[src/min_tracking_stack_assert.svh]
// Assertion macros used by the min tracking stack datapath.
// Needs a clock named i_clk and an active-low reset named i_rst_n in scope.
`ifndef MIN_TRACKING_STACK_ASSERT_SVH
`define MIN_TRACKING_STACK_ASSERT_SVH

`ifndef SYNTHESIS
`define MTS_ASSERT(lbl, prop, msg) \
    lbl: assert property (@(posedge i_clk) disable iff (!i_rst_n) (prop)) else $error(msg);
`define MTS_ASSERT_NEVER(lbl, cond, msg) \
    lbl: assert property (@(posedge i_clk) disable iff (!i_rst_n) !(cond)) else $error(msg);
`else
`define MTS_ASSERT(lbl, prop, msg)
`define MTS_ASSERT_NEVER(lbl, cond, msg)
`endif

`endif

[src/mts_pkg.sv]
// Shared types and codes of the min tracking stack.
// No dependencies; used by the controller, the datapath and the top level.
`timescale 1ns / 1ps

package mts_pkg;

    localparam logic KIND_PUSH = 1'b0;
    localparam logic KIND_POP  = 1'b1;

    typedef enum logic [1:0] {
        ST_DONE  = 2'd0,
        ST_FULL  = 2'd1,
        ST_EMPTY = 2'd2
    } t_status;

    typedef struct packed {
        logic               kind;
        logic signed [31:0] value;
    } t_in_beat;

    typedef struct packed {
        t_status            status;
        logic signed [31:0] popped;
        logic [3:0]         count;
        logic signed [31:0] minimum;
        logic               minimum_valid;
    } t_out_beat;

    // Commands from the controller to the datapath.
    typedef struct packed {
        logic capture;
        logic exec;
        logic load;
    } t_cmd;

    // Status from the datapath to the controller.
    typedef struct packed {
        logic out_free;
    } t_stat;

endpackage

[src/mts_ram.sv]
// Generic simple dual-port RAM with one write port and a registered read port.
// No dependencies.
`timescale 1ns / 1ps

module mts_ram #(
    parameter int WIDTH = 32,
    parameter int DEPTH = 8
) (
    input  logic                     i_clk,
    input  logic                     i_we,
    input  logic [$clog2(DEPTH)-1:0] i_waddr,
    input  logic [WIDTH-1:0]         i_wdata,
    input  logic [$clog2(DEPTH)-1:0] i_raddr,
    output logic [WIDTH-1:0]         o_rdata
);

    logic [WIDTH-1:0] r_mem [DEPTH];
    logic [WIDTH-1:0] r_rdata;

    always_ff @(posedge i_clk) begin
        if (i_we) begin
            r_mem[i_waddr] <= i_wdata;
        end
        r_rdata <= r_mem[i_raddr];
    end

    assign o_rdata = r_rdata;

endmodule

[src/mts_ctrl.sv]
// Sequencing controller of the min tracking stack.
// Depends on mts_pkg for the command and status structs.
`timescale 1ns / 1ps

module mts_ctrl (
    input  logic          i_clk,
    input  logic          i_rst_n,
    input  logic          i_in_valid,
    output logic          o_in_stall,
    input  mts_pkg::t_stat i_stat,
    output mts_pkg::t_cmd  o_cmd
);

    typedef enum logic [3:0] {
        S_IDLE  = 4'b0001,
        S_EXEC  = 4'b0010,
        S_FETCH = 4'b0100,
        S_LOAD  = 4'b1000
    } t_state;

    t_state r_state;
    t_state n_state;
    logic   accept;

    assign o_in_stall = (r_state != S_IDLE);
    assign accept     = i_in_valid && (r_state == S_IDLE);

    always_comb begin
        n_state       = r_state;
        o_cmd.capture = 1'b0;
        o_cmd.exec    = 1'b0;
        o_cmd.load    = 1'b0;
        case (r_state)
            S_IDLE: begin
                if (accept) begin
                    o_cmd.capture = 1'b1;
                    n_state       = S_EXEC;
                end
            end
            S_EXEC: begin
                o_cmd.exec = 1'b1;
                n_state    = S_FETCH;
            end
            // The minimum store is read again at the updated count here.
            S_FETCH: begin
                n_state = S_LOAD;
            end
            S_LOAD: begin
                if (i_stat.out_free) begin
                    o_cmd.load = 1'b1;
                    n_state    = S_IDLE;
                end
            end
            default: begin
                n_state = S_IDLE;
            end
        endcase
    end

    always_ff @(posedge i_clk) begin
        if (!i_rst_n) begin
            r_state <= S_IDLE;
        end else begin
            r_state <= n_state;
        end
    end

endmodule

[src/mts_dp.sv]
// Datapath of the min tracking stack: counters, both stores and the output register.
// Depends on mts_pkg, mts_ram and the assertion macro header.
`timescale 1ns / 1ps
`include "min_tracking_stack_assert.svh"

module mts_dp #(
    parameter int DEPTH     = 8,
    parameter int WORD_BITS = 32
) (
    input  logic               i_clk,
    input  logic               i_rst_n,
    input  mts_pkg::t_in_beat  i_in,
    input  mts_pkg::t_cmd      i_cmd,
    output mts_pkg::t_stat     o_stat,
    input  logic               i_out_stall,
    output logic               o_out_valid,
    output mts_pkg::t_out_beat o_out
);

    localparam int CountBits = $clog2(DEPTH + 1);
    localparam int AddrBits  = $clog2(DEPTH);
    localparam logic [CountBits-1:0] Full = CountBits'(DEPTH);

    logic [CountBits-1:0] r_main_count, n_main_count;
    logic [CountBits-1:0] r_min_count, n_min_count;
    logic                 r_kind;
    logic [WORD_BITS-1:0] r_value;
    mts_pkg::t_status     r_status, n_status;
    logic [WORD_BITS-1:0] r_popped, n_popped;
    logic                 r_out_valid;
    mts_pkg::t_out_beat   r_out, n_out;

    logic                 main_we, min_we, push_min;
    logic [WORD_BITS-1:0] main_top, min_top;

    // Both stores are read at their top every cycle; the read data is registered.
    mts_ram #(.WIDTH(WORD_BITS), .DEPTH(DEPTH)) u_main_ram (
        .i_clk   (i_clk),
        .i_we    (main_we),
        .i_waddr (AddrBits'(r_main_count)),
        .i_wdata (r_value),
        .i_raddr (AddrBits'(r_main_count - 1'b1)),
        .o_rdata (main_top)
    );

    mts_ram #(.WIDTH(WORD_BITS), .DEPTH(DEPTH)) u_min_ram (
        .i_clk   (i_clk),
        .i_we    (min_we),
        .i_waddr (AddrBits'(r_min_count)),
        .i_wdata (r_value),
        .i_raddr (AddrBits'(r_min_count - 1'b1)),
        .o_rdata (min_top)
    );

    assign push_min = (r_min_count == '0) || ($signed(r_value) <= $signed(min_top));

    always_comb begin
        n_main_count = r_main_count;
        n_min_count  = r_min_count;
        n_status     = r_status;
        n_popped     = r_popped;
        main_we      = 1'b0;
        min_we       = 1'b0;
        if (i_cmd.exec) begin
            n_status = mts_pkg::ST_DONE;
            n_popped = '0;
            if (r_kind == mts_pkg::KIND_PUSH) begin
                if (r_main_count == Full) begin
                    n_status = mts_pkg::ST_FULL;
                end else begin
                    main_we      = 1'b1;
                    n_main_count = r_main_count + 1'b1;
                    if (push_min && (r_min_count != Full)) begin
                        min_we      = 1'b1;
                        n_min_count = r_min_count + 1'b1;
                    end
                end
            end else begin
                if (r_main_count == '0) begin
                    n_status = mts_pkg::ST_EMPTY;
                end else begin
                    if ((r_min_count != '0) && (min_top == main_top)) begin
                        n_min_count = r_min_count - 1'b1;
                    end
                    n_main_count = r_main_count - 1'b1;
                    n_popped     = main_top;
                end
            end
        end
    end

    // Outputs carry the low 32 bits of a stored word, zero filled when the word is narrower.
    always_comb begin
        n_out.status        = r_status;
        n_out.popped        = 32'($unsigned(r_popped));
        n_out.count         = 4'(r_main_count);
        n_out.minimum_valid = (r_main_count != '0);
        if ((r_min_count != '0) && (r_main_count != '0)) begin
            n_out.minimum = 32'($unsigned(min_top));
        end else begin
            n_out.minimum = '0;
        end
    end

    always_ff @(posedge i_clk) begin
        if (!i_rst_n) begin
            r_main_count <= '0;
            r_min_count  <= '0;
            r_out_valid  <= 1'b0;
        end else begin
            r_main_count <= n_main_count;
            r_min_count  <= n_min_count;
            if (i_cmd.load) begin
                r_out_valid <= 1'b1;
            end else if (!i_out_stall) begin
                r_out_valid <= 1'b0;
            end
        end
    end

    always_ff @(posedge i_clk) begin
        if (i_cmd.capture) begin
            r_kind  <= i_in.kind;
            r_value <= WORD_BITS'(i_in.value);
        end
        r_status <= n_status;
        r_popped <= n_popped;
        if (i_cmd.load) begin
            r_out <= n_out;
        end
    end

    assign o_stat.out_free = !r_out_valid || !i_out_stall;
    assign o_out_valid     = r_out_valid;
    assign o_out           = r_out;

    `MTS_ASSERT_NEVER(a_count_bound, r_main_count > Full, "main count above depth")
    `MTS_ASSERT_NEVER(a_min_not_deeper, r_min_count > r_main_count, "minimum stack deeper than main")
    `MTS_ASSERT(a_pop_shrinks, i_cmd.exec && (r_kind == mts_pkg::KIND_POP) && (r_main_count != '0) |=> r_main_count == CountBits'($past(r_main_count) - 1'b1), "pop did not shrink stack")
    `MTS_ASSERT(a_push_grows, i_cmd.exec && (r_kind == mts_pkg::KIND_PUSH) && (r_main_count != Full) |=> r_main_count == CountBits'($past(r_main_count) + 1'b1), "push did not grow stack")

endmodule

[src/min_tracking_stack.sv]
// Top level of the min tracking stack: controller and datapath joined by command structs.
// Depends on mts_pkg, mts_ctrl and mts_dp.
//
//  Channel  Direction  Handshake                 Beat
//  in       to block   i_in_valid / o_in_stall   mts_pkg::t_in_beat  (kind, value)
//  out      from block o_out_valid / i_out_stall mts_pkg::t_out_beat (status, popped, count,
//                                                minimum, minimum_valid)
//
// Each beat passes through these steps in order: accept, execute against the store tops,
// re-read the minimum store at its new top, and load the output register. The registered
// read of the minimum store after its update is what makes the re-read step necessary.
// The next input beat is taken while a result still waits in the output register.
// Reset is synchronous and active low; it empties both stacks at once.
// A stalled output holds the controller in its load step until the register frees.
`timescale 1ns / 1ps

module min_tracking_stack #(
    parameter int DEPTH     = 8,
    parameter int WORD_BITS = 32
) (
    input  logic               i_clk,
    input  logic               i_rst_n,
    input  logic               i_in_valid,
    output logic               o_in_stall,
    input  mts_pkg::t_in_beat  i_in,
    output logic               o_out_valid,
    input  logic               i_out_stall,
    output mts_pkg::t_out_beat o_out
);

    mts_pkg::t_cmd  cmd;
    mts_pkg::t_stat stat;

    mts_ctrl u_ctrl (
        .i_clk      (i_clk),
        .i_rst_n    (i_rst_n),
        .i_in_valid (i_in_valid),
        .o_in_stall (o_in_stall),
        .i_stat     (stat),
        .o_cmd      (cmd)
    );

    mts_dp #(.DEPTH(DEPTH), .WORD_BITS(WORD_BITS)) u_dp (
        .i_clk       (i_clk),
        .i_rst_n     (i_rst_n),
        .i_in        (i_in),
        .i_cmd       (cmd),
        .o_stat      (stat),
        .i_out_stall (i_out_stall),
        .o_out_valid (o_out_valid),
        .o_out       (o_out)
    );

endmodule
[config.mk]
export PLATFORM = sky130hd
export DESIGN_NAME = min_tracking_stack
export DESIGN_NICKNAME = d
export VERILOG_FILES = /design/src/mts_pkg.sv /design/src/mts_ram.sv /design/src/mts_ctrl.sv /design/src/mts_dp.sv /design/src/min_tracking_stack.sv
export VERILOG_INCLUDE_DIRS = /design/src /design/src/src
export SDC_FILE = /design/constraint.sdc
export NUM_CORES = 1
export LEC_CHECK = 0
export ABC_AREA = 0
export BUFFER_PORTS_ARGS = -buffer_cell sky130_fd_sc_hd__buf_2
export CELL_PAD_IN_SITES_DETAIL_PLACEMENT = 0
export CELL_PAD_IN_SITES_GLOBAL_PLACEMENT = 1
export CORE_ASPECT_RATIO = 1.1
export CORE_MARGIN = 3
export CORE_UTILIZATION = 58
export CTS_CLUSTER_DIAMETER = 60
export CTS_CLUSTER_SIZE = 20
export DETAILED_ROUTE_END_ITERATION = 16
export PLACE_DENSITY = 0.82
export RECOVER_POWER = 25
export REMOVE_ABC_BUFFERS = 1
export SETUP_SLACK_MARGIN = 0.2
export SLEW_MARGIN = 10
export SYNTH_ARGS = -nofsm -noshare
export SYNTH_HDL_FRONTEND = slang
export SYNTH_SLANG_ARGS = --single-unit
[constraint.sdc]
create_clock -name i_clk -period 10 [get_ports i_clk]
set_clock_uncertainty 0.1 [all_clocks]
set_input_delay 1 -clock i_clk [delete_from_list [all_inputs] [get_ports i_clk]]
set_output_delay 1 -clock i_clk [all_outputs]
set_load 0.01 [all_outputs]
======== Word-level counts from Yosys, hierarchy flattened ========
Memory sizes are Yosys's and may differ from the RTL's. A register that Yosys moved wholly into a read port is not among the register bits.
Cells that the tools add are included.
Widths: inputs -> output; s select.
cells by class
  eq/ne operators ......................... 14
  div/mod/pow operators ................... 0
  shifts and indexed selects .............. 0
  $mul .................................... 0
  bitwise operators ....................... 1
  magnitude comparators ................... 1
  add/sub/neg operators ................... 4
  reduce and logical (&&, ||, !) cells .... 17
  multiplexer cells ....................... 32
operators with widths
  cell                 count
  $mux 4               10
  $eq 32x32->1         1
  $le 32x32->1         1
  $mux 1               19
  $pmux 4 s4           1
  $add 4x1->4 const B  2
  $eq 4x4->1 const B   2
  $logic_not 4->1      2
  $reduce_bool 4->1    2
  $sub 4x1->4 const B  2
  $ne 2x1->1 const B   3
  $ne 2x2->1 const B   3
  $reduce_and 5->1     1
  $eq 4x1->1 const B   1
  $eq 4x2->1 const B   1
  $eq 4x3->1 const B   1
  $logic_and 1x1->1    4
  $mux 2               2
  $ne 4x1->1 const B   1
  $ne 4x4->1 const B   1
  $reduce_and 3->1     1
  $logic_not 1->1      2
  $logic_or 1x1->1     2
  $reduce_and 2->1     1
  3 further kinds      3
storage, ports and cells
  register bits ........................... 151
  memories kept ........................... 2
  latch bits .............................. 0
  memory bits (read-only) ................. 0
  bits of input ports ..................... 37
  logic and storage cells ................. 84
  RAM bits ................................ 512
memories
  name                   words  bits a word  rd ports  clocked after memory_dff  wr ports  line           RTL
  u_dp.u_main_ram.r_mem  8      32           1         1                         1         mts_ram.sv:17  logic [WIDTH-1:0] r_mem [DEPTH];
  u_dp.u_min_ram.r_mem   8      32           1         1                         1         mts_ram.sv:17

======== Logic depth before layout (Yosys ltp) ========
Gate-level depths: netlist of the first run.
  word-level depth ........................ 9
  mapped depth ............................ 13

======== Hierarchy ========
From an unflattened synthesis of the first run, not the netlist that was laid out.
second synthesis, totals
  cell total of the unflattened synthesis .. 1330
  area total of the unflattened synthesis .. 27665.3 um^2
by module, submodules not included
  module    seq. area each (um^2)  cells each  area each (um^2)  times used
  mts_ram   8328.0                 415         10466.3           2
  mts_dp    4324.1                 476         6492.5            1
  mts_ctrl  80.1                   24          240.2             1

======== Worst setup path before layout of the first run ========
Ideal clock, no wire load.
  path type ............................... register -> register
  from .................................... reg u_dp.r_value[31]
  to ...................................... mem u_dp.u_min_ram.r_mem[1][0] (enable)
  library setup time ...................... 0.461 ns
  stages on the path, launching flop included .. 10
  slack ................................... 4.894 ns
  period minus slack after synthesis ...... 5.106 ns
  path buffers ............................ 0
  data arrival time ....................... 4.545 ns
  data required time ...................... 9.439 ns
  cells stage by stage .................... edfxtp_1 > ha_1 > nand4_2 > nor3_1 > a221o_1 > a211o_1 > o21a_1 > o21ai_0 > nand4_1 > nor3_1
on the way
  word-level cells in the longest chain between the ends .. 9
ends and longest elaborated chain
  element                       line           RTL
  start, declared               mts_dp.sv:27   logic [WORD_BITS-1:0] r_value;
  start signal, assigned        mts_dp.sv:124  r_value <= WORD_BITS'(i_in.value);
  $le 32x32->1                  mts_dp.sv:55   assign push_min = (r_min_count == '0) || ($signed(r_value) <= $signed(min_top));
  $logic_or 1x1->1              mts_dp.sv:55
  $logic_and 1x1->1             mts_dp.sv:73   if (push_min && (r_min_count != Full)) begin
  $mux 1                        mts_dp.sv:73
  $mux 1                        mts_dp.sv:68   if (r_main_count == Full) begin
  $mux 1                        mts_dp.sv:67   if (r_kind == mts_pkg::KIND_PUSH) begin
  $mux 1                        mts_dp.sv:64   if (i_cmd.exec) begin
  $mux 1                        mts_ram.sv:21  if (i_we) begin
  $mux 1 (not written as such)  mts_ram.sv:22  r_mem[i_waddr] <= i_wdata;
  end, declared                 mts_ram.sv:17
No other way between the ends.

======== Worst setup path in the final report of the first run ========
  from .................................... reg u_dp.r_value[8]
  to ...................................... mem u_dp.u_min_ram.r_mem[6][12] (enable)
Same word-level chain as after synthesis.

==> impl_metrics.yaml, run 1 <==
status:
  status: "completed"
synthesis:
  syn_area_per_cell_sq_um: 20.9
  yosysTopAreaCell: "edfxtp_1"
  ys_ff_latch: 727
  synth-adder-area-share_pct: 1.66
  muxShareOfSynthArea_pct: 13.5
  synthSimpleGateAreaFrac_pct: 3.53
  synthArstFlopShare_pct: 0
  synth_area_leaders: "edfxtp_1, mux4_2, dfxtp_1, mux2_2, ha_1"
  synth_compound_area_share_pct: 1.11
  ys_types: 50
  synth_seq_area_share_pct: 77.7
  synthMostInstantiatedCell: "edfxtp_1"
  synth-xor-area-share_pct: 1.29
  synthTopCellsByCount: "edfxtp_1, mux4_2, dfxtp_1"
  synth_edf_count: 650
  synth_flop_cell: "edfxtp_1"
  synth_top_area_share_pct: 72.0
  syn_inst: 1299
  synthesis.area_sq_um: 27100
  synth_top_family_by_area: "multiplexers"
  synth.yosys.warnings: 0
timing:
  slew_violations: 0
  setup_viol: 0
  max_slew_margin_pct: 31.2
  worstMarginPinSlew_ns: 1.03
  fmax_mhz: 229
  fin_crit_ns: 4.37
  hold_viol_final: 0
  min_period_over_period_pct: 43.7
  tns_ns: 0
  rsz0062_at_grt: "no"
  fin_ws_ns: 5.63
grt:
  gr-total-overflow: 0
  track_usage_pct: 22.9
  antenna_found_initial: 2
  grt_max_degree: 72
  grt_pass1_wl_mm: 81.3
  grt_pass1_vias: 12600
clocking:
  clockRootBuffer: "clkbuf_16"
  clock_latency_ns: 0.59
  cts_tree: "built"
  post-cts-setup-buffers: 0
  clockBufferDepth: 3
  clkSinkCount: 727
  cts_buffers: 44
  clkSlewWorstSetupHoldPaths_ns: 0.08
  postCtsResizedCells: 0
  hold_buffers: 0
  htree_levels: 2
power:
  pwr-share-seq_pct: 62.4
  pwr-share-clk_pct: 32.7
  sw_frac_of_total_pct: 21.2
  p_int_mw: 4.41
  power_mw: 5.59
  p_comb_share_pct: 4.9
  ir_worst_vdd_v: 0.000142
  switching_power_mw: 1.19
  p_leak_nw: 9.60
  power_density_nw_per_um2: 187
floorplanning:
  rows: 82
  die_y_microns: 233
  start_util_pct: 59.1
  core_area_sq_um: 45900
  die_w_microns: 212
  pin_count: 110
  dieArea_sq_um: 49400
route:
  vias: 12500
  wirelength_mm: 55.0
  drt_iter0_markers: 1186
  drtPass1Iterations: 4
  wl_per_cell_microns: 26.7
  via_per_inst: 6.05
  ant_nets: 0
  drc: 0
layout:
  post-route-util_pct: 65.3
  drive_gt1_share_pct: 28.1
  area_delta_synth_final_pct: 10.5
  fin_nets: 1512
  fin_area_sq_um: 29900
  diodes: 0
run:
  maxCapViolCount: 0
setup_path:
  critPathLaunchType: "register"
  required_ns: 10.18
  path_class: "reg2reg"
  end_kind: "register"
  r2r-start: "u_dp.r_value[8]"
  cp_max_fo: 22
  cp.arrival_ns: 4.55
  critical_path.startpoint: "u_dp.r_value[8]"
worst_hold_path:
  worstHoldStart: "u_dp.r_popped[21]"
  min_path_type: "reg2reg"
place:
  io_buffers: 109
  gp_congestion: 0.806
  post_dp_cell_area_sq_um: 28600
  dp_hpwl_mm: 33.4
  pre_cts_slack_ns: 5.65
worst paths after layout:
kind	end	slack (ns)	depth (start not counted)
hold / removal	u_dp.o_out[58]	0.32	0
hold reg to reg	u_dp.o_out[58]	0.32	0
setup / recovery	u_dp.u_min_ram.r_mem[6][12]	5.63	11
setup reg to reg	u_dp.u_min_ram.r_mem[6][12]	5.63	11
registers in the layout, summed over array words and instances, names as in the netlist:
name                     count
u_ctrl.r_state               4
u_dp.o_out                  71
u_dp.o_out_valid             1
u_dp.r_kind                  1
u_dp.r_main_count            4
u_dp.r_min_count             4
u_dp.r_popped               32
u_dp.r_status                2
u_dp.r_value                32
u_dp.u_main_ram.o_rdata     32
u_dp.u_main_ram.r_mem      256
u_dp.u_min_ram.o_rdata      32
u_dp.u_min_ram.r_mem       256
worst max-delay path, cell delays in order (launching register included):
cell	delay, ns
edfxtp_1	0.32
clkbuf_1	0.54
ha_1	0.36
nand4_1	0.14
nor2_1	0.08
a221o_1	0.29
o31a_1	0.36
o21a_1	0.18
o21ai_0	0.22
nand4_1	0.38
nor2_4	0.76
buf_4	0.34
through the flow:
stage	instances	hold WS [ns]
global route	2061	0.331
detailed placement	1981	0.305
finish	2061	0.321
floorplan	1252	0.300
global placement	1981	0.301
CTS	2061	0.325
per-layer routing:
layer  track usage (%)  share of wire [%]
met4              7.20                2.7
met2              36.7                 49
met1              33.2                 42
met5                 0                  0
met3              3.30                6.3
power by group through the flow:
stage	combinational (mW)	clock, mW	sequential, mW
finish	0.272	1.83	3.49
global route	0.296	1.97	3.50
CTS	0.277	1.88	3.49
detailed placement	0.275	0	3.56
global placement	0.271	0	3.55
floorplan	0.169	0	3.53
cells in the final DEF, fill, tap and decap left out, types with 2 or more instances in the layout:
cell       count
a21o_1         2
a21oi_1       16
a221o_1        2
and2_1        70
buf_2        101
buf_4         31
clkbuf_1      35
clkbuf_16     45
clkbuf_8       2
dfxtp_1       75
dfxtp_4        2
edfxtp_1     650
ha_1          34
ha_2           2
inv_1         39
mux2_2        66
mux2i_1        3
mux4_2       128
nand2_1       22
nand2b_1       4
nand3_1        7
nand4_1       13
nor2_1        10
nor2_4         9
nor2b_1        3
nor3_1         6
nor3_2         6
nor4_1         4
nor4b_1        2
o21ai_0        7
xnor2_1       20
xor2_1        18
xor2_4         2
logic make-up after synthesis:
logic type / after synthesis
compound gates: 45
xor+xnor: 40
fa+ha+maj: 36
buf+inv: 87
flops: 727
mux: 197
simple gates: 167
cell type report:
cell class                 instances  area [sq um]
fill                            2982         15900
tap                              588           736
clock inverter                     7          87.6
inverter                          40           150
clock buffer                      73          1250
multi-input combinational        485          5870
sequential                       727         21100
timing repair buffer             141           772
(Power assumes the default switching activity.)
==> inputs of run 2 (changes only) <==
--- a/config.mk
+++ b/config.mk
@@ -12,11 +12,11 @@
 export CELL_PAD_IN_SITES_GLOBAL_PLACEMENT = 1
 export CORE_ASPECT_RATIO = 1.1
 export CORE_MARGIN = 3
-export CORE_UTILIZATION = 58
+export CORE_UTILIZATION = 49
 export CTS_CLUSTER_DIAMETER = 60
 export CTS_CLUSTER_SIZE = 20
 export DETAILED_ROUTE_END_ITERATION = 16
-export PLACE_DENSITY = 0.82
+export PLACE_DENSITY = 0.74
 export RECOVER_POWER = 25
 export REMOVE_ABC_BUFFERS = 1
 export SETUP_SLACK_MARGIN = 0.2
==> constraint.sdc (replaced) <==
create_clock -name i_clk -period 3.8 [get_ports i_clk]
set_clock_uncertainty 0.1 [all_clocks]
set_input_delay 0.38 -clock i_clk [delete_from_list [all_inputs] [get_ports i_clk]]
set_output_delay 0.38 -clock i_clk [all_outputs]
set_load 0.01 [all_outputs]
==> run 2 against run 1 <==
Net effect:
- global-route usage shrank 2.8 points
- design area rose by 4.1%
- cell count rose by 12%
- power rose to 2.7 times the previous value
- utilization shrank 7.8 points
- die area increased by 18%
- worst setup slack got worse by 5.3 ns
- largest cell class unchanged
==> impl_metrics.yaml, run 2 (synthesized netlist as in run 1, its figures left out) <==
place:
  post_dp_cell_area_sq_um: 29200
  gp_congestion: 0.820
  dp_hpwl_mm: 36.1
  pre_cts_slack_ns: 0.178
  io_buffers: 109
setup_path:
  end_kind: "register"
  required_ns: 3.97
  critical_path.startpoint: "u_dp.r_value[9]"
  r2r_slack_ns: 0.31
  path_class: "reg2reg"
  r2r-start: "u_dp.r_value[9]"
  r2r_end: "u_dp.u_min_ram.r_mem[6][20]"
  rr_worst_depth: 12
  slowest_delay_ns: 0.36
  critPathLaunchType: "register"
  cp_max_fo: 15
  worst_path_max_delay_cell: "clkbuf_1"
  cp.arrival_ns: 3.66
  critical_path.cell_chain: "clkbuf_1 > ha_1 > nand4_1 > nor2_1 > a221o_1 > o31a_1 > o21a_1 > o21ai_1 > nand4_1 > buf_4 > nor2_4 > buf_4"
clocking:
  clockBufferDepth: 3
  clockRootBuffer: "clkbuf_16"
  cts_buffers: 48
  cts_tree: "built"
  htree_levels: 2
  clkSlewWorstSetupHoldPaths_ns: 0.08
  clock_latency_ns: 0.59
  clkSinkCount: 727
grt:
  antenna_found_initial: 2
  grt_pass1_vias: 13100
  grt_pass1_wl_mm: 85.8
  grt_max_degree: 72
  gr-total-overflow: 0
  track_usage_pct: 20.1
timing:
  hold_viol_final: 0
  fmax_mhz: 286
  worstMarginPinSlew_ns: 0.994
  tns_ns: 0
  rsz0062_at_grt: "no"
  min_period_over_period_pct: 91.9
  fin_crit_ns: 3.49
  setup_viol: 0
  hold-worst-slack_ns: 0.0958
  max_slew_margin_pct: 33.7
  slew_violations: 0
  fin_ws_ns: 0.309
layout:
  area_delta_synth_final_pct: 15.0
  final_cell_mix: "edfxtp_1, mux4_2, buf_2"
  fillCellCount: 4040
  fin_nets: 1611
  drive_gt1_share_pct: 29.6
  final_common_cell: "edfxtp_1"
  fin_area_sq_um: 31200
  diodes: 0
worst_hold_path:
  worstHoldStart: "i_rst_n"
  hold_depth: 2
  min_to: "u_dp.r_main_count[1]"
  min_path_type: "in2reg"
floorplanning:
  die_y_microns: 253
  pin_count: 110
  start_util_pct: 50.0
  core_area_sq_um: 54200
  dieArea_sq_um: 58200
  die_w_microns: 230
  rows: 89
route:
  drt_iter0_markers: 1198
  drc: 0
  wl_per_cell_microns: 24.9
  ant_nets: 0
  vias: 12700
  via_per_inst: 5.53
  drtPass1Iterations: 5
  wirelength_mm: 57.2
power:
  ir_worst_vdd_v: 0.000300
  power_density_nw_per_um2: 490
  power_mw: 15.3
  p_leak_nw: 10.1
status:
  status: "completed"
run:
  maxCapViolCount: 0
run 2: changes by cell type in the layout (fill, tap and decap cells not counted), sizes merged:
cell	change
clkbuf	+21
buf	+37
dlygate4sd3	+35
inv	+7
clkinvlp	+1
run 2: worst max-delay path, delay by kind of cell, from the launching register on:
family,cells,cell delay (ns)
buffers and inverters,3,0.84
AND/OR/NAND/NOR,4,0.51
adder cells (fa/ha/maj),1,0.33
flip-flops,1,0.35
AO/OA/AOI/OAI,4,1.03
run 2: area by class of cell:
| cell class | count | area [sq um] | share of cell area (%) |
|---|---|---|---|
| Multi-Input combinational cell | 485 | 5880 | 18.9 |
| Inverter | 40 | 150 | 0.482 |
| Sequential cell | 727 | 21100 | 67.6 |
| Clock buffer | 71 | 1370 | 4.39 |
| Tap cell | 728 | 911 | 2.92 |
| Timing Repair Buffer | 236 | 1630 | 5.23 |
| Clock inverter | 15 | 169 | 0.542 |
run 2: metrics by stage:
step,utilization [%],instances
2_1_floorplan,-,1252
3_3_place_gp,53.9,2165
5_1_grt,57.5,2302
4_1_cts,57.5,2290
3_5_place_dp,53.9,2165
6_report,57.5,2302
run 2: report_power, final:
part           internal (mW)  switching [mW]
clock                   2.64            2.63
combinational          0.374           0.583
sequential              8.94           0.117
total                   12.0            3.34
run 2: metal layers:
layer | wire length (microns) | vias up | GRT usage [%]
li1 | - | 5637 | -
met1 | 24600 | 6632 | 28.3
met2 | 27800 | 380 | 32.8
met3 | 3210 | 90 | 3.23
met4 | 1680 | 0 | 5.95
met5 | 0 | - | 0
run 2: how the worst max path moves through the flow:
stage / end / slack, ns / depth (start not counted)
final: u_dp.u_min_ram.r_mem[6][20] / 0.31 / 12
after global placement: u_dp.u_min_ram.r_mem[5][16] / 0.30 / 11
after floorplan: u_dp.u_min_ram.r_mem[1][0] / -3.51 / 7
after CTS: u_dp.u_min_ram.r_mem[3][12] / 0.21 / 11
after detailed placement: u_dp.u_min_ram.r_mem[5][22] / 0.18 / 11
after global routing: u_dp.u_min_ram.r_mem[6][26] / 0.11 / 12
run 2: timing repair:
item                                    CTS  global route
gates resized for setup                   0             3
endpoints found under the setup margin   26           256
endpoints found under the hold margin    35             0
hold buffers                             35             0
setup buffers                             4            12
cloned                                    0             0
